$ cat config.mk
export PLATFORM = sky130hd
export DESIGN_NAME = pgm_stream_decoder
export DESIGN_NICKNAME = d
export VERILOG_FILES = /design/src/rtl/core/pgmd_pkg.sv /design/src/rtl/core/pgmd_div.sv /design/src/rtl/core/pgm_stream_decoder.sv
export SDC_FILE = /design/constraint.sdc
export NUM_CORES = 1
export LEC_CHECK = 0
export BUFFER_PORTS_ARGS = -buffer_cell sky130_fd_sc_hd__buf_2
export CAP_MARGIN = 20
export CORE_MARGIN = 2
export CORE_UTILIZATION = 40
export CTS_BUF_LIST = sky130_fd_sc_hd__clkbuf_16
export DETAILED_ROUTE_END_ITERATION = 10
export PLACE_DENSITY = 0.54
export SETUP_SLACK_MARGIN = 0.2
export SLEW_MARGIN = 10
export SYNTH_ARGS = -nofsm -noshare
export SYNTH_HDL_FRONTEND = slang
export SYNTH_SLANG_ARGS = --single-unit
$ cat constraint.sdc
create_clock -name i_clk -period 12.7 [get_ports i_clk]
set_clock_uncertainty 0.2 [all_clocks]
set_input_delay 1.905 -clock i_clk [delete_from_list [all_inputs] [get_ports i_clk]]
set_output_delay 1.905 -clock i_clk [all_outputs]
set_load 0.005 [all_outputs]
$ cat src/rtl/core/pgmd_pkg.sv
// Shared types, codes and helpers for the PGM stream decoder.
package pgmd_pkg;

    // Default limit on image width and height
    localparam int MAX_DIM_DEF = 4096;

    // Result status codes
    localparam logic [2:0] STATUS_PIXEL  = 3'd0;
    localparam logic [2:0] STATUS_MAGIC  = 3'd1;
    localparam logic [2:0] STATUS_NUMBER = 3'd2;
    localparam logic [2:0] STATUS_SIZE   = 3'd3;
    localparam logic [2:0] STATUS_TRUNC  = 3'd4;

    // Header and token characters
    localparam logic [7:0] CH_P     = 8'h50;
    localparam logic [7:0] CH_5     = 8'h35;
    localparam logic [7:0] CH_2     = 8'h32;
    localparam logic [7:0] CH_HASH  = 8'h23;
    localparam logic [7:0] CH_PLUS  = 8'h2B;
    localparam logic [7:0] CH_MINUS = 8'h2D;
    localparam logic [7:0] CH_LF    = 8'h0A;
    localparam logic [7:0] CH_ZERO  = 8'h30;
    localparam logic [7:0] CH_NINE  = 8'h39;

    // Saturation point of the token accumulator (2^31 + 1)
    localparam logic [31:0] TOK_CAP   = 32'h8000_0001;
    localparam logic [31:0] LIM_POS   = 32'h7FFF_FFFF;
    localparam logic [31:0] LIM_NEG   = 32'h8000_0000;
    // Largest maxval that needs no scaling
    localparam logic [30:0] LEVEL_MAX = 31'd255;

    // Dividend, divisor and quotient widths of the scaling divider
    localparam int DIV_NW = 41;
    localparam int DIV_DW = 32;
    localparam int DIV_QW = 8;

    typedef struct packed {
        logic [7:0] file_byte;
        logic       end_of_file;
    } t_in_item;

    typedef struct packed {
        logic [2:0]  status;
        logic [7:0]  pixel_value;
        logic [11:0] pixel_x;
        logic [11:0] pixel_y;
        logic [12:0] image_width;
        logic [12:0] image_height;
        logic        last_pixel;
    } t_out_item;

    // Space, LF, CR or TAB
    function automatic logic is_ws(input logic [7:0] b);
        return (b == 8'h20) || (b == 8'h0A) || (b == 8'h0D) || (b == 8'h09);
    endfunction

endpackage

$ cat src/rtl/core/pgmd_div.sv
// Restoring divider, one quotient bit per cycle, for sample scaling.
module pgmd_div (
    input  logic                          i_clk,
    input  logic                          i_rst_n,
    input  logic                          i_start,
    input  logic [pgmd_pkg::DIV_NW-1:0]   i_num,
    input  logic [pgmd_pkg::DIV_DW-1:0]   i_den,
    output logic                          o_done,
    output logic [pgmd_pkg::DIV_QW-1:0]   o_quot
);

    localparam int SW = pgmd_pkg::DIV_DW + pgmd_pkg::DIV_QW - 1;
    localparam int CW = $clog2(pgmd_pkg::DIV_QW);

    logic                         r_busy, n_busy;
    logic                         r_done, n_done;
    logic [CW-1:0]                r_cnt, n_cnt;
    logic [pgmd_pkg::DIV_NW-1:0]  r_rem, n_rem;
    logic [SW-1:0]                r_dsh, n_dsh;
    logic [pgmd_pkg::DIV_QW-1:0]  r_quot, n_quot;
    logic [pgmd_pkg::DIV_NW-1:0]  w_dsh_ext;
    logic                         w_fit;

    assign w_dsh_ext = pgmd_pkg::DIV_NW'(r_dsh);
    assign w_fit     = (r_rem >= w_dsh_ext);

    // Step: subtract the shifted divisor where it fits
    always_comb begin
        n_busy = r_busy;
        n_done = 1'b0;
        n_cnt  = r_cnt;
        n_rem  = r_rem;
        n_dsh  = r_dsh;
        n_quot = r_quot;
        if (i_start) begin
            n_busy = 1'b1;
            n_cnt  = '0;
            n_rem  = i_num;
            n_dsh  = SW'(i_den) << (pgmd_pkg::DIV_QW - 1);
            n_quot = '0;
        end else if (r_busy) begin
            if (w_fit) begin
                n_rem = r_rem - w_dsh_ext;
            end
            n_quot = {r_quot[pgmd_pkg::DIV_QW-2:0], w_fit};
            n_dsh  = r_dsh >> 1;
            n_cnt  = r_cnt + 1'b1;
            if (r_cnt == CW'(pgmd_pkg::DIV_QW - 1)) begin
                n_busy = 1'b0;
                n_done = 1'b1;
            end
        end
    end

    always_ff @(posedge i_clk) begin
        if (!i_rst_n) begin
            r_busy <= 1'b0;
            r_done <= 1'b0;
            r_cnt  <= '0;
        end else begin
            r_busy <= n_busy;
            r_done <= n_done;
            r_cnt  <= n_cnt;
        end
        r_rem  <= n_rem;
        r_dsh  <= n_dsh;
        r_quot <= n_quot;
    end

    assign o_done = r_done;
    assign o_quot = r_quot;

endmodule

$ cat src/rtl/core/pgm_stream_decoder.sv
// Top level: PGM (P2/P5) byte stream parser with sample scaling sequencer.
//
//  channel | direction | handshake                 | payload
//  --------+-----------+---------------------------+------------------------
//  in      | input     | i_in_valid / o_in_stall   | i_in_data  (t_in_item)
//  out     | output    | o_out_valid / i_out_stall | o_out_data (t_out_item)
//
// A byte that yields no result passes through ST_IDLE and ST_BYTE; the
// end-of-file mark adds ST_EOFTOK and ST_EOFCHK, and ST_EOFTOK repeats when
// it closes an open token. A pixel adds ST_SCALE and ST_PIX, and ST_DIV for
// the 8-step divider when maxval exceeds 255. Each error result adds ST_ERR.
// Reset is synchronous, active low, and returns the parser to the magic search.
// A stalled output holds the sequencer; the input stalls until the byte is done.
module pgm_stream_decoder #(
    parameter int MAX_DIM = pgmd_pkg::MAX_DIM_DEF
) (
    input  logic                i_clk,
    input  logic                i_rst_n,
    input  logic                i_in_valid,
    output logic                o_in_stall,
    input  pgmd_pkg::t_in_item  i_in_data,
    output logic                o_out_valid,
    input  logic                i_out_stall,
    output pgmd_pkg::t_out_item o_out_data
);

    localparam int DW = $clog2(MAX_DIM + 1);

    typedef enum logic [3:0] {
        PH_MAGIC_WS, PH_MAGIC_DIGIT, PH_WIDTH, PH_HEIGHT, PH_MAXVAL,
        PH_BIN, PH_ASC, PH_DONE, PH_ERROR
    } t_phase;

    typedef enum logic [3:0] {
        ST_IDLE, ST_BYTE, ST_EOFTOK, ST_EOFCHK, ST_ERR, ST_SCALE, ST_DIV, ST_PIX
    } t_state;

    t_state              r_st, n_st;
    t_phase              r_phase, n_phase;
    logic                r_ascii, n_ascii;
    logic                r_comment, n_comment;
    logic [31:0]         r_tok_val, n_tok_val;
    logic                r_tok_neg, n_tok_neg;
    logic                r_tok_open, n_tok_open;
    logic                r_tok_digit, n_tok_digit;
    logic                r_tok_sign, n_tok_sign;
    logic                r_tok_bad, n_tok_bad;
    logic                r_size_bad, n_size_bad;
    logic [DW-1:0]       r_width, n_width;
    logic [DW-1:0]       r_height, n_height;
    logic [30:0]         r_maxval, n_maxval;
    logic [DW-1:0]       r_col, n_col;
    logic [DW-1:0]       r_row, n_row;
    logic [7:0]          r_high, n_high;
    logic                r_high_pend, n_high_pend;
    logic [7:0]          r_byte, n_byte;
    logic                r_eof, n_eof;
    logic [2:0]          r_err, n_err;
    logic [11:0]         r_px_x, n_px_x;
    logic [11:0]         r_px_y, n_px_y;
    logic                r_px_last, n_px_last;
    logic [31:0]         r_samp, n_samp;
    logic                r_samp_neg, n_samp_neg;
    logic [7:0]          r_q, n_q;
    logic                r_out_valid, n_out_valid;
    pgmd_pkg::t_out_item r_out, n_out;

    logic                          w_div_start;
    logic [pgmd_pkg::DIV_NW-1:0]   w_div_num;
    logic [pgmd_pkg::DIV_DW-1:0]   w_div_den;
    logic                          w_div_done;
    logic [pgmd_pkg::DIV_QW-1:0]   w_div_quot;

    pgmd_div u_div (
        .i_clk   (i_clk),
        .i_rst_n (i_rst_n),
        .i_start (w_div_start),
        .i_num   (w_div_num),
        .i_den   (w_div_den),
        .o_done  (w_div_done),
        .o_quot  (w_div_quot)
    );

    // Numerator 510*s + M and divisor 2*M
    assign w_div_num = (pgmd_pkg::DIV_NW'(r_samp) << 9) - (pgmd_pkg::DIV_NW'(r_samp) << 1)
                     + pgmd_pkg::DIV_NW'(r_maxval);
    assign w_div_den = {r_maxval, 1'b0};

    // Parse sequencer
    always_comb begin
        logic        out_free;
        logic        ws;
        logic        px_req;
        logic        err_req;
        logic [2:0]  err_code;
        logic [31:0] px_val;
        logic        px_neg;
        logic        do_tok_end;
        logic        te_bad;
        logic        dim_ok;
        logic [31:0] base_val;
        logic        base_digit;
        logic        base_sign;
        logic [35:0] acc;
        logic        col_end;
        logic        row_end;
        t_state      ret_st;

        n_st        = r_st;
        n_phase     = r_phase;
        n_ascii     = r_ascii;
        n_comment   = r_comment;
        n_tok_val   = r_tok_val;
        n_tok_neg   = r_tok_neg;
        n_tok_open  = r_tok_open;
        n_tok_digit = r_tok_digit;
        n_tok_sign  = r_tok_sign;
        n_tok_bad   = r_tok_bad;
        n_size_bad  = r_size_bad;
        n_width     = r_width;
        n_height    = r_height;
        n_maxval    = r_maxval;
        n_col       = r_col;
        n_row       = r_row;
        n_high      = r_high;
        n_high_pend = r_high_pend;
        n_byte      = r_byte;
        n_eof       = r_eof;
        n_err       = r_err;
        n_px_x      = r_px_x;
        n_px_y      = r_px_y;
        n_px_last   = r_px_last;
        n_samp      = r_samp;
        n_samp_neg  = r_samp_neg;
        n_q         = r_q;
        n_out       = r_out;
        n_out_valid = r_out_valid && i_out_stall;
        w_div_start = 1'b0;

        out_free   = !r_out_valid || !i_out_stall;
        ws         = pgmd_pkg::is_ws(r_byte);
        px_req     = 1'b0;
        err_req    = 1'b0;
        err_code   = pgmd_pkg::STATUS_PIXEL;
        px_val     = '0;
        px_neg     = 1'b0;
        do_tok_end = 1'b0;
        ret_st     = r_eof ? ST_EOFTOK : ST_IDLE;

        // Raster position checks for the next pixel
        col_end    = ({1'b0, r_col} + 1'b1) >= {1'b0, r_width};
        row_end    = ({1'b0, r_row} + 1'b1) >= {1'b0, r_height};

        // Token accumulate on the current byte, from a fresh token if none is open
        base_val   = r_tok_open ? r_tok_val : '0;
        base_digit = r_tok_open && r_tok_digit;
        base_sign  = r_tok_open && r_tok_sign;
        acc        = (36'(base_val) << 3) + (36'(base_val) << 1)
                   + 36'(r_byte - pgmd_pkg::CH_ZERO);

        // Token end checks on the registered token
        te_bad = r_tok_bad || !r_tok_digit
              || (r_tok_val > (r_tok_neg ? pgmd_pkg::LIM_NEG : pgmd_pkg::LIM_POS));
        dim_ok = !r_tok_neg && (r_tok_val != '0) && (r_tok_val <= 32'(MAX_DIM));

        unique case (r_st)
            ST_IDLE: begin
                if (i_in_valid) begin
                    n_byte = i_in_data.file_byte;
                    n_eof  = i_in_data.end_of_file;
                    n_st   = ST_BYTE;
                end
            end
            ST_BYTE: begin
                n_st = ret_st;
                unique case (r_phase)
                    PH_MAGIC_WS: begin
                        if (r_byte == pgmd_pkg::CH_P) begin
                            n_phase = PH_MAGIC_DIGIT;
                        end else if (!ws) begin
                            err_req  = 1'b1;
                            err_code = pgmd_pkg::STATUS_MAGIC;
                        end
                    end
                    PH_MAGIC_DIGIT: begin
                        if (r_byte == pgmd_pkg::CH_5 || r_byte == pgmd_pkg::CH_2) begin
                            n_ascii = (r_byte == pgmd_pkg::CH_2);
                            n_phase = PH_WIDTH;
                        end else begin
                            err_req  = 1'b1;
                            err_code = pgmd_pkg::STATUS_MAGIC;
                        end
                    end
                    PH_WIDTH, PH_HEIGHT, PH_MAXVAL, PH_ASC: begin
                        priority if (r_comment) begin
                            if (r_byte == pgmd_pkg::CH_LF) begin
                                n_comment = 1'b0;
                            end
                        end else if (r_tok_open && ws) begin
                            do_tok_end = 1'b1;
                        end else if (!r_tok_open && ws) begin
                            n_comment = 1'b0;
                        end else if (!r_tok_open && r_byte == pgmd_pkg::CH_HASH) begin
                            n_comment = 1'b1;
                        end else begin
                            // Add the byte to the token
                            n_tok_open  = 1'b1;
                            n_tok_val   = base_val;
                            n_tok_neg   = r_tok_open && r_tok_neg;
                            n_tok_digit = base_digit;
                            n_tok_sign  = base_sign;
                            n_tok_bad   = r_tok_open && r_tok_bad;
                            if (r_byte >= pgmd_pkg::CH_ZERO && r_byte <= pgmd_pkg::CH_NINE) begin
                                n_tok_val   = (acc > 36'(pgmd_pkg::TOK_CAP))
                                            ? pgmd_pkg::TOK_CAP : acc[31:0];
                                n_tok_digit = 1'b1;
                            end else if ((r_byte == pgmd_pkg::CH_PLUS ||
                                          r_byte == pgmd_pkg::CH_MINUS) &&
                                         !base_digit && !base_sign) begin
                                n_tok_sign = 1'b1;
                                n_tok_neg  = (r_byte == pgmd_pkg::CH_MINUS);
                            end else begin
                                n_tok_bad = 1'b1;
                            end
                        end
                    end
                    PH_BIN: begin
                        if (r_maxval <= pgmd_pkg::LEVEL_MAX) begin
                            px_req = 1'b1;
                            px_val = 32'(r_byte);
                        end else if (!r_high_pend) begin
                            n_high      = r_byte;
                            n_high_pend = 1'b1;
                        end else begin
                            n_high_pend = 1'b0;
                            px_req      = 1'b1;
                            px_val      = 32'({r_high, r_byte});
                        end
                    end
                    default: begin
                        n_phase = r_phase;
                    end
                endcase
            end
            ST_EOFTOK: begin
                n_st = ST_EOFCHK;
                if (r_tok_open && (r_phase == PH_WIDTH || r_phase == PH_HEIGHT ||
                                   r_phase == PH_MAXVAL || r_phase == PH_ASC)) begin
                    do_tok_end = 1'b1;
                    n_st       = ST_EOFTOK;
                end
            end
            ST_EOFCHK: begin
                priority if (r_phase == PH_MAGIC_WS || r_phase == PH_MAGIC_DIGIT) begin
                    err_req  = 1'b1;
                    err_code = pgmd_pkg::STATUS_MAGIC;
                end else if (r_phase != PH_DONE && r_phase != PH_ERROR) begin
                    err_req  = 1'b1;
                    err_code = pgmd_pkg::STATUS_TRUNC;
                end else begin
                    // Back to the reset state for the next file
                    n_st        = ST_IDLE;
                    n_phase     = PH_MAGIC_WS;
                    n_ascii     = 1'b0;
                    n_comment   = 1'b0;
                    n_tok_val   = '0;
                    n_tok_neg   = 1'b0;
                    n_tok_open  = 1'b0;
                    n_tok_digit = 1'b0;
                    n_tok_sign  = 1'b0;
                    n_tok_bad   = 1'b0;
                    n_size_bad  = 1'b0;
                    n_width     = '0;
                    n_height    = '0;
                    n_maxval    = '0;
                    n_col       = '0;
                    n_row       = '0;
                    n_high      = '0;
                    n_high_pend = 1'b0;
                end
            end
            ST_ERR: begin
                if (out_free) begin
                    n_out_valid = 1'b1;
                    n_out       = '0;
                    n_out.status = r_err;
                    n_st        = ret_st;
                end
            end
            ST_SCALE: begin
                n_st = ST_PIX;
                priority if (r_samp_neg) begin
                    n_q = '0;
                end else if (r_maxval <= pgmd_pkg::LEVEL_MAX) begin
                    n_q = (r_samp > 32'd255) ? 8'hFF : r_samp[7:0];
                end else if (r_samp >= 32'(r_maxval)) begin
                    n_q = 8'hFF;
                end else begin
                    w_div_start = 1'b1;
                    n_st        = ST_DIV;
                end
            end
            ST_DIV: begin
                if (w_div_done) begin
                    n_q  = w_div_quot;
                    n_st = ST_PIX;
                end
            end
            ST_PIX: begin
                if (out_free) begin
                    n_out_valid          = 1'b1;
                    n_out.status         = pgmd_pkg::STATUS_PIXEL;
                    n_out.pixel_value    = r_q;
                    n_out.pixel_x        = r_px_x;
                    n_out.pixel_y        = r_px_y;
                    n_out.image_width    = 13'(r_width);
                    n_out.image_height   = 13'(r_height);
                    n_out.last_pixel     = r_px_last;
                    n_st                 = ret_st;
                end
            end
            default: begin
                n_st = ST_IDLE;
            end
        endcase

        // End of a token: header field, pixel sample or bad number
        if (do_tok_end) begin
            n_tok_open = 1'b0;
            if (te_bad) begin
                err_req  = 1'b1;
                err_code = pgmd_pkg::STATUS_NUMBER;
            end else begin
                unique case (r_phase)
                    PH_WIDTH: begin
                        if (dim_ok) n_width = r_tok_val[DW-1:0];
                        else n_size_bad = 1'b1;
                        n_phase = PH_HEIGHT;
                    end
                    PH_HEIGHT: begin
                        if (dim_ok) n_height = r_tok_val[DW-1:0];
                        else n_size_bad = 1'b1;
                        n_phase = PH_MAXVAL;
                    end
                    PH_MAXVAL: begin
                        n_maxval = r_tok_neg ? '0 : r_tok_val[30:0];
                        if (r_size_bad) begin
                            err_req  = 1'b1;
                            err_code = pgmd_pkg::STATUS_SIZE;
                        end else begin
                            n_phase = r_ascii ? PH_ASC : PH_BIN;
                        end
                    end
                    default: begin
                        px_req = 1'b1;
                        px_val = r_tok_val;
                        px_neg = r_tok_neg;
                    end
                endcase
            end
        end

        // Latch pixel position and advance the raster
        if (px_req) begin
            n_px_x     = 12'(r_col);
            n_px_y     = 12'(r_row);
            n_px_last  = col_end && row_end;
            n_samp     = px_val;
            n_samp_neg = px_neg;
            n_st       = ST_SCALE;
            priority if (col_end && row_end) begin
                n_phase = PH_DONE;
            end else if (col_end) begin
                n_col = '0;
                n_row = r_row + 1'b1;
            end else begin
                n_col = r_col + 1'b1;
            end
        end

        // Drop into the error phase and queue the error item
        if (err_req) begin
            n_phase = PH_ERROR;
            n_err   = err_code;
            n_st    = ST_ERR;
        end
    end

    always_ff @(posedge i_clk) begin
        if (!i_rst_n) begin
            r_st        <= ST_IDLE;
            r_phase     <= PH_MAGIC_WS;
            r_ascii     <= 1'b0;
            r_comment   <= 1'b0;
            r_tok_val   <= '0;
            r_tok_neg   <= 1'b0;
            r_tok_open  <= 1'b0;
            r_tok_digit <= 1'b0;
            r_tok_sign  <= 1'b0;
            r_tok_bad   <= 1'b0;
            r_size_bad  <= 1'b0;
            r_width     <= '0;
            r_height    <= '0;
            r_maxval    <= '0;
            r_col       <= '0;
            r_row       <= '0;
            r_high      <= '0;
            r_high_pend <= 1'b0;
            r_eof       <= 1'b0;
            r_out_valid <= 1'b0;
        end else begin
            r_st        <= n_st;
            r_phase     <= n_phase;
            r_ascii     <= n_ascii;
            r_comment   <= n_comment;
            r_tok_val   <= n_tok_val;
            r_tok_neg   <= n_tok_neg;
            r_tok_open  <= n_tok_open;
            r_tok_digit <= n_tok_digit;
            r_tok_sign  <= n_tok_sign;
            r_tok_bad   <= n_tok_bad;
            r_size_bad  <= n_size_bad;
            r_width     <= n_width;
            r_height    <= n_height;
            r_maxval    <= n_maxval;
            r_col       <= n_col;
            r_row       <= n_row;
            r_high      <= n_high;
            r_high_pend <= n_high_pend;
            r_eof       <= n_eof;
            r_out_valid <= n_out_valid;
        end
        r_byte     <= n_byte;
        r_err      <= n_err;
        r_px_x     <= n_px_x;
        r_px_y     <= n_px_y;
        r_px_last  <= n_px_last;
        r_samp     <= n_samp;
        r_samp_neg <= n_samp_neg;
        r_q        <= n_q;
        r_out      <= n_out;
    end

    assign o_in_stall  = (r_st != ST_IDLE);
    assign o_out_valid = r_out_valid;
    assign o_out_data  = r_out;

    // An error item carries nothing but its status
    a_err_clean: assert property (@(posedge i_clk) disable iff (!i_rst_n)
        (o_out_valid && o_out_data.status != pgmd_pkg::STATUS_PIXEL) |->
        (o_out_data.pixel_value == '0 && o_out_data.pixel_x == '0 &&
         o_out_data.pixel_y == '0 && o_out_data.image_width == '0 &&
         o_out_data.image_height == '0 && !o_out_data.last_pixel))
        else $error("error item with nonzero payload");

    // A pixel column lies inside the parsed width
    a_pix_col: assert property (@(posedge i_clk) disable iff (!i_rst_n)
        (o_out_valid && o_out_data.status == pgmd_pkg::STATUS_PIXEL) |->
        (13'(o_out_data.pixel_x) < o_out_data.image_width ||
         o_out_data.image_width == '0))
        else $error("pixel column outside image width");

    // The divider reports only while the sequencer waits on it
    a_div_done: assert property (@(posedge i_clk) disable iff (!i_rst_n)
        w_div_done |-> (r_st == ST_DIV))
        else $error("divider finished outside its wait state");

    // A loaded pixel leaves the sequencer in its return state
    a_pix_ret: assert property (@(posedge i_clk) disable iff (!i_rst_n)
        (r_st == ST_PIX && (!r_out_valid || !i_out_stall)) |=>
        (r_st == ST_EOFTOK || r_st == ST_IDLE))
        else $error("sequencer lost its way after a pixel");

endmodule
* Word-level counts from Yosys, hierarchy flattened *
Index checks and enable logic that the tools add are counted.

storage, ports and cells
  register bits after elaboration = 374
  latch bits = 0
  memory bits (writable) = 0
  ROM bits = 0
  input port bits = 13
  output and inout port bits = 64
  logic and storage cells = 393
  memories kept = 0

operators by class
  add/sub/neg operators = 11
  multiply operators = 0
  divide/modulo/power cells = 0
  order comparisons = 11
  equal/unequal tests = 54
  shift operators = 0
  multiplexer cells = 203
  bitwise operators = 3
  reductions and logical operators = 66

operators with widths
  operator                                                                 number
  32-bit 2-to-1 mux                                                        14
  13-bit 2-to-1 mux                                                        26
  31-bit 2-to-1 mux                                                        7
  62-bit 2-to-1 mux                                                        2
  62-bit one-hot mux with 2 select lines                                   1
  41-bit 2-to-1 mux                                                        3
  1-bit 2-to-1 mux                                                         89
  8-bit 2-to-1 mux                                                         10
  39-bit 2-to-1 mux                                                        2
  16-bit 2-to-1 mux                                                        4
  32-bit one-hot mux with 2 select lines                                   1
  4-bit 2-to-1 mux                                                         15
  8-bit by 6-bit equality test with 1-bit output, second input constant    6
  41-bit by 31-bit adder with 41-bit output                                1
  41-bit by 39-bit >= comparator with 1-bit output                         1
  41-bit by 33-bit subtractor with 41-bit output                           1
  41-bit by 39-bit subtractor with 41-bit output                           1
  35-bit by 33-bit adder with 36-bit output                                1
  36-bit adder                                                             1
  36-bit by 32-bit > comparator with 1-bit output, second input constant   1
  32-bit by 31-bit >= comparator with 1-bit output                         1
  32-bit > comparator                                                      1
  32-bit by 8-bit > comparator with 1-bit output, second input constant    1
  32-bit by 13-bit <= comparator with 1-bit output, second input constant  1
  other kinds (48)                                                         157

* Longest topological paths before layout *
  depth after elaboration = 14
  mapped depth = 20
  gate-level depth less buffers = 17

* Hierarchy *
Synthesis repeated with hierarchy kept, for this count alone.

unflattened totals
  cell total of the unflattened synthesis = 3,009
  area, all modules = 26,894.5 sq um

modules (own cells, without submodules)
  module              instances  cells an instance  area each (sq um)  seq. area each (sq um)
  pgm_stream_decoder  1          2,321              20,693.6           6,996.7
  pgmd_div            1          688                6,200.9            2,592.5

* Worst setup path after synthesis *
Ideal clock, no wire load.

  path type = reg2reg
  start = register r_byte[4]
  end = register r_tok_val[23]
  setup time = 0.076 ns
  data arrival time = 5.451 ns
  required time = 12.424 ns
  setup slack = 6.973 ns
  cell stages (with the launch flop) = 17
  buffers on the path = 1
  period minus slack after synthesis = 5.727 ns
  cells stage by stage = edfxtp_1 ha_1 or3_1 inv_1 fa_1 ha_1 clkbuf_1 nand3_1 or4_1 and3_1 o211ai_1 and2_1 a41oi_1 and3_1 nor4_1 nand2_1 o21ai_0

between the ends
  longest elaborated chain between the ends = 11
  elaborated cells between the ends (all ways) = 29
  classes of those cells = add/sub (2); order compare (3); eq/ne (8); mux (8); reduce/logical (8)

RTL lines
  item                                             line                       text
  start: declaration                               pgm_stream_decoder.sv:56   logic [7:0] r_byte, n_byte;
  start signal: assignment                         pgm_stream_decoder.sv:433  r_byte <= n_byte;
  8-bit by 6-bit subtractor with 9-bit output      pgm_stream_decoder.sv:159  + 36'(r_byte - pgmd_pkg::CH_ZERO);
  36-bit adder                                     pgm_stream_decoder.sv:159
  36-bit by 32-bit > comparator with 1-bit output  pgm_stream_decoder.sv:214  n_tok_val = (acc > 36'(pgmd_pkg::TOK_CAP))
  32-bit 2-to-1 mux                                pgm_stream_decoder.sv:215  ? pgmd_pkg::TOK_CAP : acc[31:0];
  32-bit 2-to-1 mux                                pgm_stream_decoder.sv:213  if (r_byte >= pgmd_pkg::CH_ZERO && r_byte <= pgmd_pkg::CH_NINE) begin
  32-bit 2-to-1 mux                                pgm_stream_decoder.sv:203  end else if (!r_tok_open && r_byte == pgmd_pkg::CH_HASH) begin
  32-bit 2-to-1 mux                                pgm_stream_decoder.sv:201  end else if (!r_tok_open && ws) begin
  32-bit 2-to-1 mux                                pgm_stream_decoder.sv:199  end else if (r_tok_open && ws) begin
  32-bit 2-to-1 mux                                pgm_stream_decoder.sv:195  priority if (r_comment) begin
  32-bit 2-to-1 mux                                pgm_stream_decoder.sv:176  unique case (r_phase)
  32-bit one-hot mux with 2 select lines           pgm_stream_decoder.sv:166  unique case (r_st)
  end signal: assignment                           pgm_stream_decoder.sv:416  r_tok_val <= n_tok_val;
  end: declaration                                 pgm_stream_decoder.sv:42   logic [31:0] r_tok_val, n_tok_val;

Several ways; a longest one is shown, not always the timed one. The select of a mux whose other input is x is not followed.
A chain may end at the register's enable or synchronous reset.

* Final worst setup path *
  start = register r_byte[4]
  end = register r_tok_val[0]

Same word-level chain as after synthesis.

==> summary.md <==
| Metric | Value |
|---|---|
| First-pass GRT wire length | ~110 mm |
| Sequential area share after synthesis | 37.0% |
| Met3 GRT Util | about 2.5% |
| Worst Hold Class | reg -> reg |
| CP bufs+invs | 2 |
| # hold bufs at CTS | 0 |
| CP max FO | 22 |
| Via density | about 5.4 |
| DR iter-0 viols | between 1500 and 2000 |
| VDD IR max | ~0.11 mV |
| Total gr overflow | 0 |
| Via count | 20700 |
| CP Cell Sequence | ha_1, or3_1, inv_1, buf_4, fa_1, ha_1, a21oi_1, o21a_1, nand2_1, o211ai_1, nand3b_1, a2111oi_0, and4_1, nand4_1, o41ai_1, nand2_1, o221a_2 |
| Main flop type after synthesis | edfxtp_1 |
| FILL cells | 6384 |
| Avg Cell Area, Syn | 8.96 µm² |
| Cts repair resizes | 0 |
| Worst hold path cell count | 2 |
| Post-Route WL | a little over 70 mm |
| Clock Tree Buf Depth | 3 |
| Antenna violations before repair | 0 |
| Critical path class | reg -> reg |
| Minimum clock period | 6.56 ns |
| Vias in the first global route | just over 20000 |
| EDFF count, synth | ~210 |
| H-tree depth | 2 |
| Peak Freq | ~150 MHz |
| Required @ worst endpoint | between 10 and 15 ns |
| Fin Setup TNS | 0 ns |
| Core area | between 60000 and 70000 µm² |
| CTS tree | done |
| GRT Total Usage | about a fifth |
| Final Cycle Share | slightly above 50% |
| # rows | 93 |
| Setup Buffers After CTS | 0 |
| Reg area | 9580 µm² |
| Reg2reg path depth | 17 |
| CP delay by family, top | compound AO/OA/AOI/OAI gates |
| Area growth syn-to-layout | 10.3% |
| # diodes | 0 |
| Ports | 77 |
| Final setup vio count | 0 |
| TritonCTS Sinks | about 370 |
| Final core area utilization | roughly 44% |
| Max-slew headroom | 31.0% |
| Syn nets | ~3200 |
| Worst-Margin Slew | 1.03 ns |
| CTS clock-pin slew for the worst setup and hold paths | around 0.07 ns |
| Status | finished, final reports clean |
| Root Driver | clkbuf_16 |
| GP Congestion | approximately 0.90 |
| Die H | about 260 µm |
| Critical Path AT | 6.82 ns |
| Grt peak-use layer | met2 |
| Layout Nets | about 3300 |
| Largest net degree at the start of global routing | 75 |
| Commonest cells in the netlist | nand2_1 (330), ha_1 (258), inv_1 (256), a21oi_1 (254), edfxtp_1 (211) |
| Synthesized area | 25900 µm² |
| Post-DRT Antenna Nets | 0 |
| Footprint of the multi-input gates | 14900 µm² |
| Die X | about 260 µm |
| Netlist cell types | between 80 and 90 |
| GR Layer Usage met2 | a little over a third |
| Dpl hpwl | 53.8 mm |
| Slew Limit Fails | 0 |
| Starting Density | between 40% and 50% |
| Top cell type's share of synthesized area | 24.5% |
| Post-synthesis async set-or-reset flop share | 0% |
| Drt drc | 0 |
| Top cells by area, synth | edfxtp_1 (24%), dfxtp_1 (13%), ha_1 (12%), a21oi_1 (4.9%), nand2_1 (4.8%) |
| TritonRoute pass-1 iters | 6 |
| Gate Count Post-Synth | between 2000 and 3000 |
| #FFs+latches synth | about 370 |
| Critical Path End Type | register |
| Leak | around 12 nW |
| Final Hold Fails | 0 |
| Slowest cell on crit path | or3_1 |
| Met1 usage | 29.4% |
| Skew-Pair Late Insertion Delay | 0.58 ns |
| Most repeated cell in the gate-level netlist after synthesis | nand2_1 |
| Largest stage delay, worst path | roughly 0.63 ns |
| Port bufs | 76 |
| Routed WL per cell | between 15 and 20 µm |
| Layout cells sized above 1 | under 10% |
| Dominant cell type by area after synthesis | edfxtp_1 |
| Startpoint types | register |
| Power Density | approximately 100 nW/µm² |
| TritonCTS Buffers | 43 |
| RSZ-0062 raised after global routing | false |
| Yosys warns | 0 |
| Die ar. | 66700 µm² |
| Crit path depth | 17 |
| Max_cap viols | 0 |
[where the power goes]
part	internal, mW	total, mW	switching (mW)
logic	0.116	0.335	0.218
clock network	0.703	1.22	0.521
registers	1.34	1.38	0.0413
total	2.16	2.94	0.781
[sequential cells by signal, summed over array words and instances, names as in the netlist, 31 cells and up]
signal	count
o_out_data	62
r_maxval	31
r_samp	32
r_tok_val	32
u_div.r_dsh	39
u_div.r_rem	41
[worst register-to-register path: stages (launching register included)]
cell	delay [ns]
edfxtp_1	0.52
ha_1	0.33
or3_1	0.63
inv_1	0.34
buf_4	0.39
fa_1	0.50
ha_1	0.38
a21oi_1	0.22
o21a_1	0.20
nand2_1	0.09
o211ai_1	0.41
nand3b_1	0.17
a2111oi_0	0.41
and4_1	0.26
nand4_1	0.12
o41ai_1	0.37
nand2_1	0.48
o221a_2	0.42
[area by class of cell]
class	instances	share of cell area [%]
clock inverters	32	0.706
repair buffers	104	2.12
well taps	855	3.75
inverters	258	3.40
multi-input cells	2148	52.3
clock buffers	48	4.21
flip-flops and latches	373	33.6
[kinds of logic (layout without fill, tap and decap cells)]
family / after synthesis / in the layout / share of synthesized area, %
and+or+nand+nor: 958 / 958 / 17.9
AOI/OAI and AO/OA: 721 / 721 / 17.4
DFF: 373 / 373 / 37.0
buffers and inverters: 366 / 442 / 5.44
adders and majority gates: 313 / 313 / 16.7
xor gates and xnor gates: 109 / 109 / 3.69
muxes: 47 / 47 / 1.87
[layer usage]
metal / routed length [µm] / part of all wire (%)
met1: 34600 / 48
met2: 32800 / 46
met3: 2260 / 3.2
met4: 1660 / 2.3
met5: 0 / 0
[worst paths after layout]
path,from,endpoint,slack [ns]
setup / recovery,r_byte[4]$_DFFE_PP_,r_tok_val[0]$_SDFFE_PN0P_,6.14
hold / removal,r_high[5]$_SDFFE_PN0P_,r_high[5]$_SDFFE_PN0P_,0.25
setup reg to reg,r_byte[4]$_DFFE_PP_,r_tok_val[0]$_SDFFE_PN0P_,6.14
hold reg to reg,r_high[5]$_SDFFE_PN0P_,r_high[5]$_SDFFE_PN0P_,0.25
[placed cells by master, fill, tap and decap left out, types with 26 or more instances in the layout]
cell       synthesis  layout
nor3_1            41      41
o21ai_0          174     174
nor2_1           176     175
xnor2_1           63      63
nand3_1          100     100
xor2_1            46      46
fa_1              55      55
nand4_1           26      26
mux2i_1           36      36
o21a_1            26      26
inv_1            256     266
nor4_1            27      27
clkbuf_16          0      48
edfxtp_1         211     211
dfxtp_1          162     161
ha_1             258     258
a31oi_1           27      27
a21o_1            67      67
nand2_1          330     329
buf_2              6      76
nand2b_1          32      32
o21bai_1          27      27
buf_4              1      26
and2_1           112     112
a21oi_1          254     252
[through the flow]
step / hold WS, ns / instances / area (µm²) / power, mW / worst slack [ns]
after floorplan: 0.206 / 2887 / 25900 / 1.61 / 6.97
after global placement: 0.243 / 3734 / 27100 / 1.73 / 6.21
after detailed placement: 0.245 / 3734 / 27100 / 1.73 / 6.21
after CTS: 0.254 / 3814 / 28500 / 2.96 / 6.16
after global routing: 0.261 / 3818 / 28500 / 3.05 / 5.69
final: 0.251 / 3818 / 28500 / 2.94 / 6.14
(Power assumes the default switching activity.)
